`src/hw/rtl/plcm_pkg.sv`:
```
// plcm_pkg: shared types, constants and codes for the piecewise linear colormap.
// No dependencies.
package plcm_pkg;

  localparam int TABLE_DEPTH = 16;
  localparam int IDX_W = $clog2(TABLE_DEPTH);
  localparam int CNT_W = $clog2(TABLE_DEPTH + 1);

  typedef enum logic [2:0] {
    REQ_APPEND = 3'd0,
    REQ_CLEAR  = 3'd1,
    REQ_MAP    = 3'd2,
    REQ_SCALE  = 3'd3,
    REQ_SETMIN = 3'd4,
    REQ_SETMAX = 3'd5
  } req_t;

  localparam logic CFG_AUTO_UPDATE = 1'b0;
  localparam logic CFG_AUTO_SCALE  = 1'b1;

  typedef enum logic [3:0] {
    ST_IDLE,
    ST_MRD0,
    ST_MCHK0,
    ST_MCHKL,
    ST_MSRCH,
    ST_MRDJ1,
    ST_MDIV,
    ST_MBLEND,
    ST_SDIV,
    ST_SWR,
    ST_OUT
  } state_t;

  function automatic logic [7:0] blend_chan(input logic [7:0] a, input logic [7:0] b,
                                            input logic [8:0] f);
    logic [17:0] s;
    s = 18'(a) * 18'(9'd256 - f) + 18'(b) * 18'(f);
    return s[15:8];
  endfunction

endpackage

```
`src/hw/rtl/piecewise_linear_colormap_top.sv`:
```
// piecewise_linear_colormap_top: breakpoint/colour table in a synchronous memory,
// sequencer for map and autoscale requests, restoring divider. Uses plcm_pkg.
//
// Usage:
//  - Input channel (in_valid/in_stall) carries one request beat: req_type, value
//    and the appended colour. Output channel (out_valid/out_stall) returns exactly
//    one result beat per request.
//  - Config writes (cfg_we/cfg_index/cfg_data) only while the block is idle.
//  - One request is processed at a time; in_stall is high during reset, while busy
//    or while a result is held. Append/clear/set/unknown requests, a map with an
//    empty table and an autoscale that is disabled or has an empty table give the
//    result beat the cycle after acceptance.
//    Map: checks the first entry, then the last, for clamping; otherwise walks back
//    through the table one read at a time, reads the next entry, divides and
//    blends. A flat or descending segment skips the divider.
//    Autoscale: one serial 32-bit division and one write per entry.
//    The memory read port reads one entry per cycle; the divider is bit-serial.
//  - Reset (rst, sync) empties the table, zeros min/max, enables both auto
//    modes. Memory contents are not cleared; only entries below the count are read.
//  - When the receiver stalls, the result beat holds and no new request enters.
module piecewise_linear_colormap_top
  import plcm_pkg::*;
(
  input  logic        clk,
  input  logic        rst,
  input  logic        in_valid,
  output logic        in_stall,
  input  logic [2:0]  req_type,
  input  logic signed [15:0] value,
  input  logic [7:0]  in_red,
  input  logic [7:0]  in_green,
  input  logic [7:0]  in_blue,
  output logic        out_valid,
  input  logic        out_stall,
  output logic [7:0]  out_red,
  output logic [7:0]  out_green,
  output logic [7:0]  out_blue,
  output logic        table_empty,
  output logic        append_refused,
  input  logic        cfg_we,
  input  logic        cfg_index,
  input  logic        cfg_data
);

  // table memory: {breakpoint, colour}
  logic [39:0] mem [TABLE_DEPTH];
  logic [39:0] rd_data;
  logic [IDX_W-1:0] rd_addr, wr_addr;
  logic [39:0] wr_data;
  logic wr_en;

  always_ff @(posedge clk) begin
    if (wr_en) mem[wr_addr] <= wr_data;
    rd_data <= mem[rd_addr];
  end

  logic signed [15:0] rd_bp;
  assign rd_bp = rd_data[39:24];

  state_t state, state_next;
  logic [CNT_W-1:0] count;
  logic signed [15:0] tmin, tmax;
  logic auto_upd, auto_scl;
  logic signed [15:0] val;
  logic [IDX_W-1:0] j;
  logic [CNT_W-1:0] i;
  logic signed [15:0] bp_j;
  logic [23:0] col_j, col_j1;
  logic [23:0] res_col;
  logic res_empty, res_ref;

  // serial divider: unsigned 32/32
  logic [31:0] dnum, dden, dq;
  logic [32:0] drem;
  logic [5:0] dcnt;
  logic dneg;
  logic [32:0] dtrial;
  assign dtrial = {drem[31:0], dnum[31]} - {1'b0, dden};

  logic accept_in;
  assign accept_in = in_valid && !in_stall;
  assign in_stall = rst || (state != ST_IDLE);
  assign out_valid = (state == ST_OUT);
  assign out_red = res_col[23:16];
  assign out_green = res_col[15:8];
  assign out_blue = res_col[7:0];
  assign table_empty = res_empty;
  assign append_refused = res_ref;

  // signed helpers
  logic signed [16:0] seg_d;
  logic signed [16:0] off;
  logic signed [31:0] span;
  logic signed [31:0] quo_s;
  logic [8:0] frac;
  assign seg_d = 17'(rd_bp) - 17'(bp_j);
  assign off = 17'(val) - 17'(bp_j);
  assign span = 32'(tmax) - 32'(tmin);
  assign quo_s = dneg ? -$signed(dq) : $signed(dq);
  always_comb begin
    if (quo_s < 0) frac = 9'd0;
    else if (quo_s > 256) frac = 9'd256;
    else frac = quo_s[8:0];
  end

  logic [CNT_W-1:0] last;
  assign last = count - CNT_W'(1);

  // next state
  always_comb begin
    state_next = state;
    case (state)
      ST_IDLE: begin
        if (accept_in) begin
          case (req_type)
            REQ_MAP:   state_next = (count == '0) ? ST_OUT : ST_MRD0;
            REQ_SCALE: state_next = (auto_scl && count != '0) ? ST_SDIV : ST_OUT;
            default:   state_next = ST_OUT;
          endcase
        end
      end
      ST_MRD0:  state_next = ST_MCHK0;
      ST_MCHK0: state_next = (count == CNT_W'(1) || val <= rd_bp) ? ST_OUT : ST_MCHKL;
      ST_MCHKL: state_next = (val >= rd_bp) ? ST_OUT : ST_MSRCH;
      ST_MSRCH: state_next = (j == '0 || val >= rd_bp) ? ST_MRDJ1 : ST_MSRCH;
      ST_MRDJ1: state_next = (seg_d <= 0) ? ST_MBLEND : ST_MDIV;
      ST_MDIV:  state_next = (dcnt == '0) ? ST_MBLEND : ST_MDIV;
      ST_MBLEND: state_next = ST_OUT;
      ST_SDIV:  state_next = (dcnt == '0) ? ST_SWR : ST_SDIV;
      ST_SWR:   state_next = (i == last) ? ST_OUT : ST_SDIV;
      ST_OUT:   state_next = out_stall ? ST_OUT : ST_IDLE;
      default:  state_next = ST_IDLE;
    endcase
  end

  // memory port control
  always_comb begin
    rd_addr = j;
    wr_en = 1'b0;
    wr_addr = count[IDX_W-1:0];
    wr_data = {value, in_red, in_green, in_blue};
    case (state)
      ST_IDLE: begin
        rd_addr = '0;
        wr_en = accept_in && req_type == REQ_APPEND && count < CNT_W'(TABLE_DEPTH);
      end
      ST_MCHK0: rd_addr = last[IDX_W-1:0];
      ST_MCHKL: rd_addr = j;
      ST_MSRCH: rd_addr = (j == '0 || val >= rd_bp) ? IDX_W'(j + 1'b1) : IDX_W'(j - 1'b1);
      ST_SWR: begin
        rd_addr = i[IDX_W-1:0];
        wr_en = 1'b1;
        wr_addr = i[IDX_W-1:0];
        wr_data = {16'(32'(tmin) + quo_s), rd_data[23:0]};
      end
      ST_SDIV: rd_addr = i[IDX_W-1:0];
      default: rd_addr = j;
    endcase
  end

  always_ff @(posedge clk) begin
    if (rst) begin
      state <= ST_IDLE;
      count <= '0;
      tmin <= '0;
      tmax <= '0;
      auto_upd <= 1'b1;
      auto_scl <= 1'b1;
    end else begin
      state <= state_next;
      if (cfg_we) begin
        if (cfg_index == CFG_AUTO_UPDATE) auto_upd <= cfg_data;
        else auto_scl <= cfg_data;
      end
      if (accept_in) begin
        case (req_type)
          REQ_APPEND: if (count < CNT_W'(TABLE_DEPTH)) count <= count + CNT_W'(1);
          REQ_CLEAR:  count <= '0;
          REQ_MAP: if (auto_upd) begin
            if (value < tmin) tmin <= value;
            if (value > tmax) tmax <= value;
          end
          REQ_SETMIN: tmin <= value;
          REQ_SETMAX: tmax <= value;
          default: ;
        endcase
      end
    end
  end

  // datapath
  always_ff @(posedge clk) begin
    case (state)
      ST_IDLE: if (accept_in) begin
        val <= value;
        res_col <= '0;
        res_empty <= (req_type == REQ_MAP) && (count == '0);
        res_ref <= (req_type == REQ_APPEND) && (count == CNT_W'(TABLE_DEPTH));
        i <= '0;
        j <= '0;
        if (req_type == REQ_SCALE) begin
          // first quotient: 0 * span / (n-1) = 0; with one entry divisor forced 1
          dnum <= '0;
          dden <= 32'd1;
          drem <= '0;
          dneg <= 1'b0;
          dcnt <= 6'd32;
        end
      end
      ST_MCHK0: begin
        if (count == CNT_W'(1) || val <= rd_bp) res_col <= rd_data[23:0];
        j <= IDX_W'(count - CNT_W'(2));
      end
      ST_MCHKL: if (val >= rd_bp) res_col <= rd_data[23:0];
      ST_MSRCH: if (j == '0 || val >= rd_bp) begin
        bp_j <= rd_bp;
        col_j <= rd_data[23:0];
      end else j <= j - 1'b1;
      ST_MRDJ1: begin
        col_j1 <= rd_data[23:0];
        // off >= 0 here; quotient = off*256/seg_d
        dnum <= {7'd0, off[16:0], 8'd0};
        dden <= {15'd0, seg_d};
        drem <= '0;
        dneg <= 1'b0;
        dcnt <= 6'd32;
        if (seg_d <= 0) dq <= 32'd256;
      end
      ST_MDIV, ST_SDIV: if (dcnt != '0) begin
        if (!dtrial[32]) begin
          drem <= dtrial;
          dq <= {dq[30:0], 1'b1};
        end else begin
          drem <= {drem[31:0], dnum[31]};
          dq <= {dq[30:0], 1'b0};
        end
        dnum <= {dnum[30:0], 1'b0};
        dcnt <= dcnt - 6'd1;
      end
      ST_MBLEND: res_col <= {blend_chan(col_j[23:16], col_j1[23:16], frac),
                             blend_chan(col_j[15:8], col_j1[15:8], frac),
                             blend_chan(col_j[7:0], col_j1[7:0], frac)};
      ST_SWR: begin
        // set up next entry: (i+1)*span/(n-1), truncated toward zero
        i <= i + CNT_W'(1);
        dneg <= span[31];
        dnum <= (span[31] ? 32'(-span) : 32'(span)) * 32'(i + CNT_W'(1));
        dden <= 32'(last);
        drem <= '0;
        dq <= '0;
        dcnt <= 6'd32;
      end
      default: ;
    endcase
    if (state == ST_IDLE && accept_in) dq <= '0;
  end

  // checks
  a_count_range: assert property (@(posedge clk) disable iff (rst)
    count <= CNT_W'(TABLE_DEPTH)) else $error("count overflow");
  a_one_result: assert property (@(posedge clk) disable iff (rst)
    out_valid |-> in_stall) else $error("accepted while result pending");
  a_empty_black: assert property (@(posedge clk) disable iff (rst)
    (out_valid && table_empty) |-> res_col == '0) else $error("empty map not black");
  a_refuse_full: assert property (@(posedge clk) disable iff (rst)
    (out_valid && append_refused) |-> count == CNT_W'(TABLE_DEPTH))
    else $error("refused while not full");

endmodule

```
`config.mk`:
```
export PLATFORM = sky130hd
export DESIGN_NAME = piecewise_linear_colormap_top
export DESIGN_NICKNAME = d
export VERILOG_FILES = /design/src/hw/rtl/plcm_pkg.sv /design/src/hw/rtl/piecewise_linear_colormap_top.sv
export SDC_FILE = /design/constraint.sdc
export NUM_CORES = 2
export LEC_CHECK = 0
export BUFFER_PORTS_ARGS = -buffer_cell sky130_fd_sc_hd__buf_2
export CORE_MARGIN = 2
export CORE_UTILIZATION = 40
export CTS_CLUSTER_SIZE = 10
export DETAILED_ROUTE_END_ITERATION = 10
export GPL_ROUTABILITY_DRIVEN = 0
export PLACE_DENSITY_LB_ADDON = 0.2
export SETUP_SLACK_MARGIN = 0.2
export SYNTH_ARGS = -nofsm -noshare
export SYNTH_HDL_FRONTEND = slang
export SYNTH_SLANG_ARGS = --single-unit
```
`constraint.sdc`:
```
create_clock -name clk -period 11.7 [get_ports clk]
set_clock_uncertainty 0.05 [all_clocks]
set_input_delay 2.925 -clock clk [delete_from_list [all_inputs] [get_ports clk]]
set_output_delay 2.925 -clock clk [all_outputs]
set_load 0.005 [all_outputs]
```
## Yosys cells after proc, flatten, opt, wreduce, memory -nomap -nowiden

Memory sizes are Yosys's and may differ from the RTL's. A register that Yosys moved wholly into a read port is not among the register bits.
Cells that the tools add are included.

| word-level totals | value |
|---|---|
| output and inout port bits | 28 |
| memories | 1 |
| register bits | 293 |
| latch bits | 0 |
| ROM bits | 0 |
| input bits | 50 |
| memory bits (writable) | 640 |

Memory list:

| name | depth | width | read ports | clocked after memory_dff | wr ports | line | RTL |
|---|---|---|---|---|---|---|---|
| mem | 16 | 40 | 1 | 1 | 1 | piecewise_linear_colormap_top.sv:46 | `logic [39:0] mem [TABLE_DEPTH];` |

| cells by class | value |
|---|---|
| div/mod/pow operators | 0 |
| muxes and demuxes | 64 |
| $mul | 7 |
| equality and inequality tests | 29 |
| shift operators | 0 |
| add/subtract/negate cells | 19 |
| magnitude comparators | 8 |
| bitwise gates (word level) | 1 |
| reductions and logical operators | 46 |

Operators with widths:

| kind | number |
|---|---|
| 32-bit 2-to-1 mux | 13 |
| 32-bit case mux with 3 select lines | 3 |
| 32-bit case mux with 4 select lines | 1 |
| 24-bit case mux with 4 select lines | 1 |
| 24-bit 2-to-1 mux | 3 |
| 16-bit adder | 4 |
| 16-bit 2-to-1 mux | 4 |
| 16-bit case mux with 2 select lines | 2 |
| 16-bit by 16-bit subtractor with 17-bit output | 3 |
| 8-bit by 9-bit multiplier with 16-bit output | 3 |
| 4-bit case mux with 11 select lines | 1 |
| 40-bit 2-to-1 mux | 1 |
| 8-bit by 18-bit multiplier with 16-bit output | 2 |
| 4-bit 2-to-1 mux | 9 |
| 33-bit by 32-bit subtractor with 33-bit output | 1 |
| 32-bit by 10-bit greater-than comparator with 1-bit output, second input constant | 1 |
| 32-bit by 1-bit < comparator with 1-bit output, second input constant | 1 |
| 32-bit by 6-bit multiplier with 32-bit output | 1 |
| 17-bit negator with 32-bit output | 1 |
| 32-bit negator | 1 |
| 2-bit inequality test, second input constant | 10 |
| 5-bit case mux with 2 select lines | 2 |
| 4-bit AND reduction | 5 |
| 6-bit 2-to-1 mux | 3 |
| 52 further kinds | 98 |

## Depth between registers and ports, before layout

| logic depth | value |
|---|---|
| depth in word-level cells | 9 |
| gate-level depth with buffers | 40 |
| depth with buffers taken out | 37 |

## Least setup slack after synthesis

No wires, ideal clock.

| path | value |
|---|---|
| kind | register to register |
| start point | reg dq[4] |
| end point | reg res_col[15] (data pin) |
| required time | 11.393 ns |
| arrival time | 9.334 ns |
| clock period less this slack | 9.641 ns |
| slack | 2.059 ns |
| cell stages (with the launch flop) | 36 |
| library setup time | 0.257 ns |
| cell sequence | dfxtp_1 -> buf_6 -> or4_4 -> or3_1 -> or4b_1 -> a222oi_1 -> nand4_1 -> nor3_2 -> and3_1 -> clkbuf_1 -> clkbuf_1 -> inv_1 -> ha_1 -> inv_1 -> nor3_1 -> xnor2_1 -> buf_2 -> nand2_1 -> fa_1 -> fa_1 -> fa_1 -> inv_1 -> fa_1 -> fa_1 -> fa_1 -> ha_1 -> a211oi_1 -> a21oi_1 -> and4_1 -> a21oi_1 -> o21ai_0 -> o41ai_2 -> nor2_1 -> a2111oi_0 -> xnor2_1 -> o21ai_1 |

| between the ends | value |
|---|---|
| word-level cells in the longest chain between the ends | 9 |
| elaborated cells between the ends (all ways) | 11 |
| those cells by class | add/sub: 3; mul: 2; order compare: 2; mux: 4 |

RTL lines:

| what | line | RTL |
|---|---|---|
| start, declared | piecewise_linear_colormap_top.sv:73 | `logic [31:0] dnum, dden, dq;` |
| start signal, assigned | piecewise_linear_colormap_top.sv:232 | `dq <= {dq[30:0], 1'b1};` |
| start signal, assigned | piecewise_linear_colormap_top.sv:235 | `dq <= {dq[30:0], 1'b0};` |
| 32-bit negator | piecewise_linear_colormap_top.sv:99 | `assign quo_s = dneg ? -$signed(dq) : $signed(dq);` |
| 32-bit 2-to-1 mux (*) | piecewise_linear_colormap_top.sv:99 |  |
| 32-bit by 10-bit greater-than comparator with 1-bit output | piecewise_linear_colormap_top.sv:102 | `else if (quo_s > 256) frac = 9'd256;` |
| 9-bit 2-to-1 mux | piecewise_linear_colormap_top.sv:102 |  |
| 9-bit 2-to-1 mux (*) | piecewise_linear_colormap_top.sv:101 | `if (quo_s < 0) frac = 9'd0;` |
| 9-bit by 9-bit subtractor with 10-bit output | plcm_pkg.sv:38 | `s = 18'(a) * 18'(9'd256 - f) + 18'(b) * 18'(f);` |
| 8-bit by 18-bit multiplier with 16-bit output | plcm_pkg.sv:38 |  |
| 16-bit adder (*) | plcm_pkg.sv:38 |  |
| 24-bit case mux with 4 select lines (*) | piecewise_linear_colormap_top.sv:193 | `case (state)` |
| end signal, assigned | piecewise_linear_colormap_top.sv:211 | `if (count == CNT_W'(1) \|\| val <= rd_bp) res_col <= rd_data[23:0];` |
| end signal, assigned | piecewise_linear_colormap_top.sv:214 | `ST_MCHKL: if (val >= rd_bp) res_col <= rd_data[23:0];` |
| end signal, assigned | piecewise_linear_colormap_top.sv:240 | `ST_MBLEND: res_col <= {blend_chan(col_j[23:16], col_j1[23:16], frac),` |
| end, declared | piecewise_linear_colormap_top.sv:69 | `logic [23:0] res_col;` |

Mark *: on every way between the ends. The rest lies on a longest branch, timed or not.
A chain may end at the register's enable or synchronous reset.

## Worst setup path in the final report

| path | value |
|---|---|
| start point | reg dq[0] |
| end point | reg res_col[15] (data pin) |

Same word-level chain as after synthesis.

==> impl_metrics.toml <==
[clocking]
cts_sinks = 958
worstSkewPairLatency_ns = 0.75
cts_buffers = 113
post_cts_buffers = 0
hold_buffers = 0
cts_max_level = 3
path_clk_slew_ns = 0.06
clock_path_buffers = 3
ctsResizeCount = 0
cts_root_buf = "clkbuf_16"
cts_tree = "done"

[drt]
wl_met3_um = 8560
avgViaCountPerCell = 5.20
drc = 0
routed_wl_um = 164000
wl_met1_um = 75600
first_iter_violations = 2815
vias = 40300
maxUsedRoutingLayer = "met5"
met2WireLength_um = 76300
detail-route-antenna-nets = 0
wire_per_inst_um = 21.2
firstDrtPassIters = 6

[logic_synthesis]
synth_edf_count = 843
synth-seq-area-share_pct = 43.5
synth-simple-area-share_pct = 10.2
ys_ff_latch = 958
synth_mux_area_share_pct = 10.4
yosysWarningCount = 0
synth-async-reset-ratio_pct = 0
synth_fa_ha_area_share_pct = 21.6
synthFlopType = "edfxtp_1"
syn_area_um2 = 63500
synth-xor-area-share_pct = 3.02
syn_avg_cell_area_um2 = 11.6
ys_types = 82
yosysTopAreaCellShare_pct = 39.9
synth_compound_area_share_pct = 5.51
synth_cells = 5481
synth_top_family_by_area = "adder cells"
synth_top_cell_by_area = "edfxtp_1"
yosys-top-cells-area = "edfxtp_1 (40%), fa_1 (15%), mux2i_1 (10%), ha_1 (6.4%), inv_1 (4.3%)"

[global_route]
grt_max_degree = 138
grt_overflow = 0
grtUsageTotal_pct = 20.5
grt_pass1_vias = 40800
antenna_found_initial = 22
grt_pass1_wl_um = 252000

[die]
die_area_um2 = 162000
row_count = 146
die_x_um = 402
ios = 78
die_h_um = 402
coreArea_um2 = 158000
initial_utilization_pct = 40.2

[cells_and_area]
final_cells = 7744
nets = 6439
drive_above_1_share_pct = 6.50
final_cell_mix = "edfxtp_1 (843), inv_1 (722), mux2i_1 (652)"
utilization_pct = 44.4
area_growth_pct = 10.6
final_common_cell = "edfxtp_1"

[setup_path]
crit_path_max_incr_delay_ns = 0.64
critical_path_class = "register to register"
worstPathRequired_ns = 12.11
crit_top_cell = "fa_1"
path_max_fanout = 25
worstPathArrival_ns = 11.04
cp_top_family = "simple AND/OR/NAND/NOR gates"
endpoint_kind = "register"
critical_path.slowest_cell = "or4_1"
critPathBufInv = 5
reg2regPathDepth = 32
critPathLaunchType = "register"
cp_num_cells = 32

[hold_path]
hold_depth = 2
hp-class = "register to register"

[sta]
relSlewSlack_pct = 11.1
hold_violations = 0
post-route-min-period_ns = 10.63
setup-tns-final_ns = 0
slew_viol_final = 0
period_share_pct = 90.9
max_clock_freq_ghz = 0.0941
finalSetupViolCount = 0
tightest_slew_ns = 1.33
grt_setup_unrepaired = "false"
fin_ws_ns = 1.07

[outcome]
status = "complete, no violations"

[power]
ir_drop_v = 0.000196
p_leak_nw = 30.1
pwr_density_cell_nw_per_um2 = 220

[place]
portBuffers = 77
dp.final_hpwl_um = 110000
placed_cells = 7539
place_ws_ns = 1.08

[flow_run]
cap_viol_max_count = 0
==> worst reg2reg max path: cells and delay by family, from the launching register on <==
family	cells	cell delay, ns
and+or+nand+nor	10	3.70
adders and majority gates	7	3.16
AOI/OAI and AO/OA	8	2.08
buffers and inverters	5	0.54
DFF	1	0.46
xor gates and xnor gates	2	0.40
==> kinds of logic (layout without fill, tap and decap cells) <==
family | after synthesis | after routing
xor gates and xnor gates | 218 | 218
AOI/OAI and AO/OA | 547 | 547
other | 2 | 76
DFF | 958 | 958
muxes | 658 | 658
and+or+nand+nor | 1330 | 1330
adders and majority gates | 807 | 807
buffers and inverters | 961 | 1078
==> through the flow <==
step | total power (W) | hold slack (ns) | cell area, µm²
after global routing | 0.0167 | 0.485 | 70200
final | 0.0154 | 0.428 | 70200
after floorplan | 0.0101 | 0.387 | 63700
after global placement | 0.0120 | 0.419 | 66700
after detailed placement | 0.0121 | 0.422 | 66700
after CTS | 0.0156 | 0.430 | 70200
==> synthesized netlist by cell type (all sizes together) (7+ instances only) <==
library cell,count
a21boi,14
nand2,511
o21a,25
and2,277
o31ai,14
o21bai,14
or4,11
o22ai,9
nor2,199
a21o,38
o41ai,11
nand2b,49
nand3,67
nor3,62
a21oi,157
mux2i,652
nor4,15
a211oi,22
a22oi,10
and3,21
buf,54
clkbuf,183
nor2b,35
a211o,10
dfxtp,115
xnor2,146
o221ai,7
nor3b,8
xor2,72
or3,25
ha,327
fa,480
or2,12
nand4,16
a31oi,20
o21ai,134
edfxtp,843
inv,722
==> registers in the layout, summed over array words and instances, names as in the netlist, 17 cells and up <==
signal and flops:
rd_data 40, res_col 24, dnum 32, dden 17
drem 32, col_j1 24, col_j 24, dq 32
mem 640
==> report_power, final <==
part	switching, W	internal (W)
Combinational	0.00444	0.00324
Sequential	0.000364	0.00403
Clock	0.00143	0.00195
Total	0.00623	0.00922
==> per-layer routing <==
layer / vias to the layer above / track usage (%)
li1: 18800 / -
met2: 964 / 33.2
met1: 20300 / 29.2
met5: - / 0
met4: 6 / 4.93
met3: 214 / 2.65
==> layout make-up <==
cell class / count / area, µm²
fill: 14600 / 87800
clock inverter: 23 / 377
inverter: 724 / 2720
clock buffer: 175 / 3140
tap: 2072 / 2590
timing repair buffer: 156 / 1020
multi-input combinational: 3629 / 32700
sequential: 958 / 27600
antenna: 7 / 17.5
==> final timing paths <==
kind                            slack [ns]          end   start
worst min register to register        0.43       dq[31]  dq[31]
worst min-delay path                  0.43       dq[31]  dq[31]
worst max register to register        1.07  res_col[15]   dq[0]
worst max-delay path                  1.07  res_col[15]   dq[0]
(Power assumes the default switching activity.)
